**src/design/wss_pkg.sv**
```systemverilog
// Package for the weekly setpoint schedule unit: field widths, calendar constants,
// sequencer step and condition codes, the control word type, the microcode ROM and day_bits.
// Depends on nothing; used by the top level.
package wss_pkg;

  localparam int MaxEntriesDef = 16;
  localparam int MinPerHour    = 60;
  localparam int MinPerDay     = 24 * 60;
  localparam int DaysPerWeek   = 7;

  localparam int SlotW    = 4;
  localparam int DaysW    = 7;
  localparam int MinuteW  = 11;
  localparam int TempW    = 12;
  localparam int WdayW    = 3;
  localparam int HourW    = 5;
  localparam int MinW     = 6;
  localparam int IndexW   = 5;
  localparam int EntryW   = DaysW + MinuteW + TempW;
  localparam int CfgCntW  = 5;
  localparam int CfgDataW = 5;
  localparam int CfgAddrW = 1;
  localparam int SDataW   = 56;
  localparam int MDataW   = 24;

  localparam logic [CfgAddrW-1:0] CfgEnabled = 1'd0;
  localparam logic [CfgAddrW-1:0] CfgCount   = 1'd1;

  localparam logic OpWrite = 1'b0;
  localparam logic OpQuery = 1'b1;

  localparam int StepW = 3;
  localparam logic [StepW-1:0] S_IDLE  = 3'd0;
  localparam logic [StepW-1:0] S_CHECK = 3'd1;
  localparam logic [StepW-1:0] S_SCAN  = 3'd2;
  localparam logic [StepW-1:0] S_DRAIN = 3'd3;
  localparam logic [StepW-1:0] S_FETCH = 3'd4;
  localparam logic [StepW-1:0] S_FINAL = 3'd5;

  localparam int CondW = 3;
  localparam logic [CondW-1:0] C_NEVER    = 3'd0;
  localparam logic [CondW-1:0] C_ALWAYS   = 3'd1;
  localparam logic [CondW-1:0] C_QUERY    = 3'd2;
  localparam logic [CondW-1:0] C_SKIP     = 3'd3;
  localparam logic [CondW-1:0] C_LAST     = 3'd4;
  localparam logic [CondW-1:0] C_OUT_FREE = 3'd5;

  typedef struct packed {
    logic             init;
    logic             rd_scan;
    logic             rd_best;
    logic             emit;
    logic             hold;
    logic [CondW-1:0] cond;
    logic [StepW-1:0] target;
  } ctrl_t;

  // On a true condition the sequencer jumps to target; otherwise it holds or steps on.
  function automatic ctrl_t ucode_rom(input logic [StepW-1:0] pc);
    ctrl_t cw;
    cw = '0;
    unique case (pc)
      S_IDLE: begin
        cw.hold = 1'b1; cw.cond = C_QUERY; cw.target = S_CHECK;
      end
      S_CHECK: begin
        cw.init = 1'b1; cw.cond = C_SKIP; cw.target = S_FINAL;
      end
      S_SCAN: begin
        cw.rd_scan = 1'b1; cw.hold = 1'b1; cw.cond = C_LAST; cw.target = S_DRAIN;
      end
      S_DRAIN: begin
        cw.cond = C_NEVER; cw.target = S_IDLE;
      end
      S_FETCH: begin
        cw.rd_best = 1'b1; cw.cond = C_NEVER; cw.target = S_IDLE;
      end
      S_FINAL: begin
        cw.emit = 1'b1; cw.hold = 1'b1; cw.cond = C_OUT_FREE; cw.target = S_IDLE;
      end
      default: begin
        cw.cond = C_ALWAYS; cw.target = S_IDLE;
      end
    endcase
    return cw;
  endfunction

  // Bit b of the result is the mask bit of the day that lies b days before today.
  function automatic logic [DaysPerWeek-1:0] day_bits(input logic [DaysW-1:0] mask,
                                                      input logic [WdayW-1:0] wday);
    logic [WdayW-1:0] wd;
    logic [3:0]       d;
    logic [DaysPerWeek-1:0] r;
    wd = (wday == 3'd7) ? 3'd0 : wday;
    r  = '0;
    for (int b = 0; b < DaysPerWeek; b++) begin
      d = {1'b0, wd} + 4'(DaysPerWeek - b);
      if (d >= 4'(DaysPerWeek)) begin
        d = d - 4'(DaysPerWeek);
      end
      r[b] = mask[d[2:0]];
    end
    return r;
  endfunction

endpackage

```
**src/design/weekly_setpoint_schedule_unit.sv**
```systemverilog
// Top level of the weekly setpoint schedule unit: microcoded sequencer and datapath.
// Depends on wss_pkg and the wss_ram entry table.
//
// Usage: input beats arrive on the s_axis channel. tuser selects the kind of beat:
// an entry write loads one table slot and clears the active index; a query carries
// the weekday, hour, minute and a time-valid flag and produces exactly one output
// beat on m_axis with the changed flag (tuser), the new setpoint and the active index.
// Entry writes produce no output beat. A query scans the used part of the table one
// entry per cycle through the table's single read port, then reads the best entry
// back and registers the result; a query with the schedule disabled, the table empty
// or the time invalid skips the scan. Queries are handled one at a time, so the next
// beat is accepted in the cycle after the result is registered. The output register
// holds a finished beat while the receiver stalls; the next input beat is taken
// meanwhile, and a following query waits in its last step until the register is free.
// Reset clears the sequencer, the output valid, the configuration and the active
// index to none; table contents are undefined until written. Configuration is
// written through cfg_we_i, cfg_addr_i and cfg_wdata_i; the user must write it only
// while idle, as the block does not enforce this.
module weekly_setpoint_schedule_unit #(
  parameter int MaxEntries = wss_pkg::MaxEntriesDef
) (
  input  logic                          clk_i,
  input  logic                          rst_ni,
  input  logic                          s_axis_tvalid,
  output logic                          s_axis_tready,
  // entry_slot, day_mask, start_minute, entry_temp, weekday, hour, minute, time_valid
  input  logic [wss_pkg::SDataW-1:0]    s_axis_tdata,
  // operation
  input  logic                          s_axis_tuser,
  output logic                          m_axis_tvalid,
  input  logic                          m_axis_tready,
  // setpoint, active_index
  output logic [wss_pkg::MDataW-1:0]    m_axis_tdata,
  // setpoint_changed
  output logic                          m_axis_tuser,
  input  logic                          cfg_we_i,
  input  logic [wss_pkg::CfgAddrW-1:0]  cfg_addr_i,
  input  logic [wss_pkg::CfgDataW-1:0]  cfg_wdata_i
);

  import wss_pkg::*;

  localparam int IdxW = (MaxEntries > 1) ? $clog2(MaxEntries) : 1;
  localparam int CntW = $clog2(MaxEntries + 1);
  localparam int CmpW = ((CntW > CfgCntW) ? CntW : CfgCntW) + 1;

  logic [SlotW-1:0]   in_slot;
  logic [DaysW-1:0]   in_days;
  logic [MinuteW-1:0] in_start;
  logic [TempW-1:0]   in_temp;
  logic [WdayW-1:0]   in_wday;
  logic [HourW-1:0]   in_hour;
  logic [MinW-1:0]    in_min;
  logic               in_tvalid;

  assign in_slot   = s_axis_tdata[3:0];
  assign in_days   = s_axis_tdata[10:4];
  assign in_start  = s_axis_tdata[21:11];
  assign in_temp   = s_axis_tdata[33:22];
  assign in_wday   = s_axis_tdata[36:34];
  assign in_hour   = s_axis_tdata[41:37];
  assign in_min    = s_axis_tdata[47:42];
  assign in_tvalid = s_axis_tdata[48];

  logic [StepW-1:0]   pc_q, pc_d;
  ctrl_t              cw;
  logic               en_q, en_d;
  logic [CfgCntW-1:0] cnt_q, cnt_d;
  logic [WdayW-1:0]   wd_q, wd_d;
  logic [MinuteW-1:0] thresh_q, thresh_d;
  logic               tv_q, tv_d;
  logic [CntW-1:0]    ptr_q, ptr_d;
  logic               rd_valid_q, rd_valid_d;
  logic [IdxW-1:0]    rd_idx_q, rd_idx_d;
  logic               best_found_q, best_found_d;
  logic [2:0]         best_b_q, best_b_d;
  logic [MinuteW-1:0] best_min_q, best_min_d;
  logic [IdxW-1:0]    best_idx_q, best_idx_d;
  logic               nvalid_q, nvalid_d;
  logic [IdxW-1:0]    nidx_q, nidx_d;
  logic               last_valid_q, last_valid_d;
  logic [IdxW-1:0]    last_idx_q, last_idx_d;
  logic               m_valid_q, m_valid_d;
  logic [MDataW-1:0]  m_data_q, m_data_d;
  logic               m_user_q, m_user_d;

  logic               in_acc, out_free, skip, last_ptr, cond_ok;
  logic [CmpW-1:0]    used;
  logic               ram_we, ram_re;
  logic [IdxW-1:0]    ram_raddr;
  logic [EntryW-1:0]  ram_rdata;
  logic [DaysW-1:0]   rd_days;
  logic [MinuteW-1:0] rd_min;
  logic [TempW-1:0]   rd_temp;
  logic [DaysPerWeek-1:0] rot, cand;
  logic [2:0]         cand_b;
  logic               better, changed;

  assign cw            = ucode_rom(pc_q);
  assign s_axis_tready = (pc_q == S_IDLE);
  assign in_acc        = s_axis_tvalid && s_axis_tready;
  assign out_free      = !m_valid_q || m_axis_tready;
  assign used          = (CmpW'(cnt_q) > CmpW'(MaxEntries)) ? CmpW'(MaxEntries)
                                                            : CmpW'(cnt_q);
  assign skip          = !en_q || (cnt_q == '0) || !tv_q;
  assign last_ptr      = (CmpW'(ptr_q) + CmpW'(1)) >= used;

  assign ram_we    = in_acc && (s_axis_tuser == OpWrite)
                     && (CmpW'(in_slot) < CmpW'(MaxEntries));
  assign ram_re    = cw.rd_scan || cw.rd_best;
  assign ram_raddr = cw.rd_best ? best_idx_q : ptr_q[IdxW-1:0];

  wss_ram #(
    .Width (EntryW),
    .Depth (MaxEntries)
  ) u_table (
    .clk_i   (clk_i),
    .we_i    (ram_we),
    .waddr_i (IdxW'(in_slot)),
    .wdata_i ({in_temp, in_start, in_days}),
    .re_i    (ram_re),
    .raddr_i (ram_raddr),
    .rdata_o (ram_rdata)
  );

  assign rd_days = ram_rdata[DaysW-1:0];
  assign rd_min  = ram_rdata[DaysW+MinuteW-1:DaysW];
  assign rd_temp = ram_rdata[EntryW-1:DaysW+MinuteW];

  always_comb begin
    unique case (cw.cond)
      C_NEVER:    cond_ok = 1'b0;
      C_ALWAYS:   cond_ok = 1'b1;
      C_QUERY:    cond_ok = in_acc && (s_axis_tuser == OpQuery);
      C_SKIP:     cond_ok = skip;
      C_LAST:     cond_ok = last_ptr;
      C_OUT_FREE: cond_ok = out_free;
      default:    cond_ok = 1'b0;
    endcase
    if (cond_ok) begin
      pc_d = cw.target;
    end else if (cw.hold) begin
      pc_d = pc_q;
    end else begin
      pc_d = pc_q + StepW'(1);
    end
  end

  // Each entry is ranked by how many days back it first applies, then by later start.
  always_comb begin
    rot     = day_bits(rd_days, wd_q);
    cand[0] = rot[0] && (rd_min <= thresh_q);
    for (int b = 1; b < DaysPerWeek; b++) begin
      cand[b] = rot[b] && (rd_min <= MinuteW'(MinPerDay));
    end
    cand_b = 3'd0;
    for (int b = DaysPerWeek - 1; b >= 0; b--) begin
      if (cand[b]) begin
        cand_b = 3'(b);
      end
    end
    better = rd_valid_q && (cand != '0)
             && (!best_found_q || (cand_b < best_b_q)
                 || ((cand_b == best_b_q) && (rd_min > best_min_q)));
  end

  assign changed = nvalid_q && (!last_valid_q || (nidx_q != last_idx_q));

  always_comb begin
    en_d         = en_q;
    cnt_d        = cnt_q;
    wd_d         = wd_q;
    thresh_d     = thresh_q;
    tv_d         = tv_q;
    ptr_d        = ptr_q;
    rd_valid_d   = cw.rd_scan;
    rd_idx_d     = ptr_q[IdxW-1:0];
    best_found_d = best_found_q;
    best_b_d     = best_b_q;
    best_min_d   = best_min_q;
    best_idx_d   = best_idx_q;
    nvalid_d     = nvalid_q;
    nidx_d       = nidx_q;
    last_valid_d = last_valid_q;
    last_idx_d   = last_idx_q;
    m_valid_d    = m_valid_q && !m_axis_tready;
    m_data_d     = m_data_q;
    m_user_d     = m_user_q;

    if (cfg_we_i) begin
      unique case (cfg_addr_i)
        CfgEnabled: en_d  = cfg_wdata_i[0];
        CfgCount:   cnt_d = cfg_wdata_i[CfgCntW-1:0];
        default:    en_d  = en_q;
      endcase
    end

    if (in_acc) begin
      if (s_axis_tuser == OpWrite) begin
        last_valid_d = 1'b0;
      end else begin
        wd_d     = in_wday;
        thresh_d = MinuteW'(in_hour) * MinuteW'(MinPerHour) + MinuteW'(in_min);
        tv_d     = in_tvalid;
      end
    end

    if (cw.init) begin
      ptr_d        = '0;
      best_found_d = 1'b0;
      nvalid_d     = en_q && (cnt_q != '0) && last_valid_q;
      nidx_d       = last_idx_q;
    end

    if (cw.rd_scan) begin
      ptr_d = ptr_q + CntW'(1);
    end

    if (better) begin
      best_found_d = 1'b1;
      best_b_d     = cand_b;
      best_min_d   = rd_min;
      best_idx_d   = rd_idx_q;
    end

    if (cw.rd_best) begin
      nvalid_d = best_found_q;
      nidx_d   = best_idx_q;
    end

    if (cw.emit && out_free) begin
      m_valid_d    = 1'b1;
      m_user_d     = changed;
      m_data_d     = {7'd0, (nvalid_q ? IndexW'(nidx_q) : {IndexW{1'b1}}),
                      (changed ? rd_temp : TempW'(0))};
      last_valid_d = nvalid_q;
      last_idx_d   = nidx_q;
    end
  end

  always_ff @(posedge clk_i or negedge rst_ni) begin
    if (!rst_ni) begin
      pc_q         <= S_IDLE;
      en_q         <= 1'b0;
      cnt_q        <= '0;
      rd_valid_q   <= 1'b0;
      best_found_q <= 1'b0;
      nvalid_q     <= 1'b0;
      last_valid_q <= 1'b0;
      m_valid_q    <= 1'b0;
    end else begin
      pc_q         <= pc_d;
      en_q         <= en_d;
      cnt_q        <= cnt_d;
      rd_valid_q   <= rd_valid_d;
      best_found_q <= best_found_d;
      nvalid_q     <= nvalid_d;
      last_valid_q <= last_valid_d;
      m_valid_q    <= m_valid_d;
    end
  end

  always_ff @(posedge clk_i) begin
    wd_q       <= wd_d;
    thresh_q   <= thresh_d;
    tv_q       <= tv_d;
    ptr_q      <= ptr_d;
    rd_idx_q   <= rd_idx_d;
    best_b_q   <= best_b_d;
    best_min_q <= best_min_d;
    best_idx_q <= best_idx_d;
    nidx_q     <= nidx_d;
    last_idx_q <= last_idx_d;
    m_data_q   <= m_data_d;
    m_user_q   <= m_user_d;
  end

  assign m_axis_tvalid = m_valid_q;
  assign m_axis_tdata  = m_data_q;
  assign m_axis_tuser  = m_user_q;

endmodule

```
**src/design/wss_ram.sv**
```systemverilog
// Generic single-port-write, single-port-read RAM with registered read data.
// Stand-alone; no package dependency.
module wss_ram #(
  parameter int Width = 8,
  parameter int Depth = 16,
  parameter int AddrW = (Depth > 1) ? $clog2(Depth) : 1
) (
  input  logic             clk_i,
  input  logic             we_i,
  input  logic [AddrW-1:0] waddr_i,
  input  logic [Width-1:0] wdata_i,
  input  logic             re_i,
  input  logic [AddrW-1:0] raddr_i,
  output logic [Width-1:0] rdata_o
);

  logic [Width-1:0] mem [Depth];
  logic [Width-1:0] rdata_q;

  always_ff @(posedge clk_i) begin
    if (we_i) begin
      mem[waddr_i] <= wdata_i;
    end
    if (re_i) begin
      rdata_q <= mem[raddr_i];
    end
  end

  assign rdata_o = rdata_q;

endmodule

```
**config.mk**
```make
export PLATFORM = sky130hd
export DESIGN_NAME = weekly_setpoint_schedule_unit
export DESIGN_NICKNAME = d
export VERILOG_FILES = /design/src/design/wss_pkg.sv /design/src/design/weekly_setpoint_schedule_unit.sv /design/src/design/wss_ram.sv
export SDC_FILE = /design/constraint.sdc
export NUM_CORES = 1
export LEC_CHECK = 0
export BUFFER_PORTS_ARGS = -buffer_cell sky130_fd_sc_hd__buf_2
export CAP_MARGIN = 5
export CORE_AREA = 5 5 275 170
export CTS_CLUSTER_DIAMETER = 40
export DETAILED_ROUTE_END_ITERATION = 16
export DIE_AREA = 0 0 280 175
export PLACE_DENSITY = 0.84
export SYNTH_ARGS = -nofsm -noshare
export SYNTH_HDL_FRONTEND = slang
export SYNTH_SLANG_ARGS = --single-unit
export TNS_END_PERCENT = 100
```
**constraint.sdc**
```tcl
create_clock -name clk_i -period 7 [get_ports clk_i]
set_input_delay 1.4 -clock clk_i [delete_from_list [all_inputs] [get_ports clk_i]]
set_output_delay 1.4 -clock clk_i [all_outputs]
set_load 0.005 [all_outputs]
```
==> impl_results.md <==
* DR pass1 iterations at 6
* Final setup fails at 0
* Row cnt at 60
* Prevailing post-synth register cell: edfxtp_1
* PwrDens at 391 nW/µm²
* Core area at 44,000 µm²
* Area growth syn-to-layout at 11.0%
* Final Hold Fails at 0
* Cells after DPL at 2,061
* R2R cell count at 18
* Yosys cell types at 78
* Mapped cell area at 25,200 µm²
* Measured slew at the worst slew-check pin at 1.26 ns
* Clock-pin slew on the worst setup and hold paths at 0.06 ns
* Final nets at 1,662
* DP HPWL at 30,600 µm
* Reg-to-Reg End: best_idx_q[1]
* Min-delay src: rd_idx_q[0]
* Area taken by multi-input logic gates at 6990 µm²
* Met2 WL at 26,000 µm
* EDFF count, synth at 574
* Worst Hold Class: register to register
* Largest net degree at the start of global routing at 121
* Worst Slack Setup Final at 1.54 ns
* Initial antenna violation count at 5
* Synthesized area per cell at 17.5 µm²
* Crit-path max FO at 19
* First-pass GRT wire length at 82,200 µm
* Worst Skew at 0.0248 ns
* GRT Resource Usage Total at 22.1%
* Total wire length at 54,400 µm
* Vias at 13,600
* Layout cells sized above 1 at 21.8%
* H-Tree Depth at 2
* Sequential-to-total area share from yosys stat at 70.2%
* DIE WIDTH at 280 µm
* Num CTS Buffers at 55
* CTS tree: built
* Clock Tree Root: clkbuf_16
* Leakage at 0.00950 µW
* Starting DRC count in detailed routing at 1,604
* Worst EP arrival at 5.73 ns
* Post-route ant nets at 0
* Vias in the first global route at 13,700
* Post-synth ARST share at 2.36%
* Max_cap viols at 0
* Most frequent cells in the layout: edfxtp_1 (574), mux4_2 (120), nand2_1 (99), buf_2 (80)
* Clock Latency Late Sink at 0.60 ns
* Slew margin rel. at 15.9%
* Worst Hold End: best_idx_q[0]
* Status: completed
* Die height at 175 µm
* Top layer in use: met5
* Min Tclk post-route at 5.46 ns
* Drt wl/cell at 25.1 µm
* Vias/cell at 6.26
* Gr ovfl total at 0
* RePlAce Congestion at 0.821
* Sink Count at 592
* Setup TNS at 0 ns
* Final Max Tran Viols at 0
* Buffers on Ports at 80
* Post_cts resized at 0
* Commonest non-fill, non-tap cell in the layout: edfxtp_1
* RSZ-0062 raised after global routing: no
* Post-synthesis register bit count at 592
* CTS Hold Buffers Added at 0
* IO Count at 95
* Critical path class: register to register
* Drt drc at 0
* Mapped Cells at 1,437
* Crit path capture type: register
* Met1 WL at 21,600 µm
* Initial Util at 57.2%
* Reg-to-Reg Start: wd_q[0]
* Layout Cells excl Fill at 2,165
* YS warnings at 0
* # fillers at 2,958
* Total setup buffers inserted after CTS at 0
* Worst EP required at 7.27 ns
* Register area at 17,700 µm²
* Hold path cells at 0
* Peak VDD IR at 342 µV
* Fmax at 183 MHz
* Max Root-Sink Buffers at 3
* WL met3 at 5210 µm
* Die area at 49,000 µm²
* Reg2Reg Setup Slack at 1.54 ns
* Crit start category: register
* Pre-CTS WS at 1.68 ns
* Final worst path period share at 78.0%
[final cells by class]
cell class | count | share of cell area [%]
inverter | 56 | 0.752
antenna | 2 | 0.0179
clock inverter | 33 | 0.976
clock buffer | 69 | 5.19
tap | 589 | 2.64
timing repair buffer | 103 | 2.19
sequential | 592 | 63.2
multi-input combinational | 721 | 25.0
[sequential cells by signal (all words and copies together) (netlist names), 5 cells and up]
signal	flops
best_min_q	11
cnt_q	5
m_axis_tdata	17
ptr_q	5
thresh_q	11
u_table.mem	480
u_table.rdata_o	30
[metrics by stage]
step | hold WS (ns) | area, µm² | total power (µW) | utilization (%)
after floorplan | 0.386 | 25200 | 7230 | -
after global placement | 0.389 | 26200 | 7970 | 59.6
after detailed placement | 0.389 | 26200 | 8090 | 59.6
after CTS | 0.404 | 27900 | 11000 | 63.5
after global routing | 0.412 | 27900 | 11500 | 63.5
final | 0.403 | 27900 | 10900 | 63.5
[layer usage]
metal | vias to the layer above | global-route usage [%]
met3 | 130 | 5.34
met2 | 712 | 35.1
met5 | - | 0
met4 | 6 | 6.52
li1 | 5863 | -
met1 | 6850 | 30.9
[report_power, final]
part	internal, µW	total (µW)	switching [µW]	leakage, µW
logic	1550	3490	1940	0.00328
clock network	1560	2860	1300	0.000827
registers	4320	4590	267	0.00539
total	7420	10900	3510	0.00950
[how the worst max path moves through the flow]
stage               endpoint     from  cells past startpoint  slack, ns
2_1_floorplan    best_b_q[0]  wd_q[0]                     20       2.19
3_3_place_gp   best_idx_q[0]  wd_q[1]                     18       1.84
3_5_place_dp   best_idx_q[2]  wd_q[0]                     18       1.68
4_1_cts        best_min_q[9]  wd_q[1]                     18       1.65
5_1_grt        best_min_q[9]  wd_q[0]                     18       1.12
6_report       best_idx_q[1]  wd_q[0]                     18       1.54
[cells by family (layout without fill, tap and decap cells)]
family	after synthesis	after routing	synth area share, %
flip-flops	592	592	70.2
adder cells (fa/ha/maj)	65	65	3.50
AND/OR/NAND/NOR	286	286	5.68
buffers and inverters	130	261	2.73
XOR/XNOR	23	23	0.800
other	1	9	0.0149
multiplexers	143	143	11.7
AO/OA/AOI/OAI	197	197	5.37
[cells in the mapped netlist (4+ instances only)]
cell type | count | area [µm²]
a211oi_1 | 37 | 278
a21o_1 | 10 | 75.1
a21oi_1 | 41 | 205
a31oi_1 | 35 | 219
and2_1 | 48 | 300
and3_1 | 5 | 31.3
buf_2 | 12 | 60.1
buf_4 | 23 | 173
buf_8 | 6 | 90.1
clkbuf_1 | 27 | 101
dfrtp_1 | 14 | 350
dfxtp_1 | 4 | 80.1
edfxtp_1 | 574 | 17200
fa_1 | 9 | 180
ha_1 | 56 | 701
inv_1 | 54 | 203
mux2_2 | 8 | 90.1
mux2i_1 | 14 | 140
mux4_2 | 120 | 2700
nand2_1 | 99 | 372
nand2b_1 | 21 | 131
nand3_1 | 10 | 50.1
nand3b_1 | 4 | 30.0
nand4_1 | 4 | 25.0
nor2_1 | 45 | 169
nor2b_1 | 15 | 93.8
nor3_1 | 11 | 55.1
nor4_1 | 4 | 25.0
o211ai_1 | 5 | 37.5
o21a_1 | 4 | 30.0
o21ai_0 | 17 | 85.1
o21ai_1 | 5 | 25.0
or3_1 | 6 | 37.5
xnor2_1 | 12 | 105
xor2_1 | 11 | 96.3
[critical path, stage by stage (launching register included)]
cell	delay, ns
edfxtp_1	0.79
ha_1	0.58
a21boi_4	0.23
nand2_1	0.14
ha_1	0.38
inv_1	0.16
xnor2_1	0.18
o41a_1	0.34
a211oi_2	0.36
o21ba_1	0.22
a211oi_1	0.32
ha_1	0.32
nor2b_1	0.14
o21a_1	0.15
o21ai_0	0.17
nand2_1	0.09
a22o_1	0.22
nor2_1	0.09
buf_4	0.26
Power figures use the tool's default switching activity.
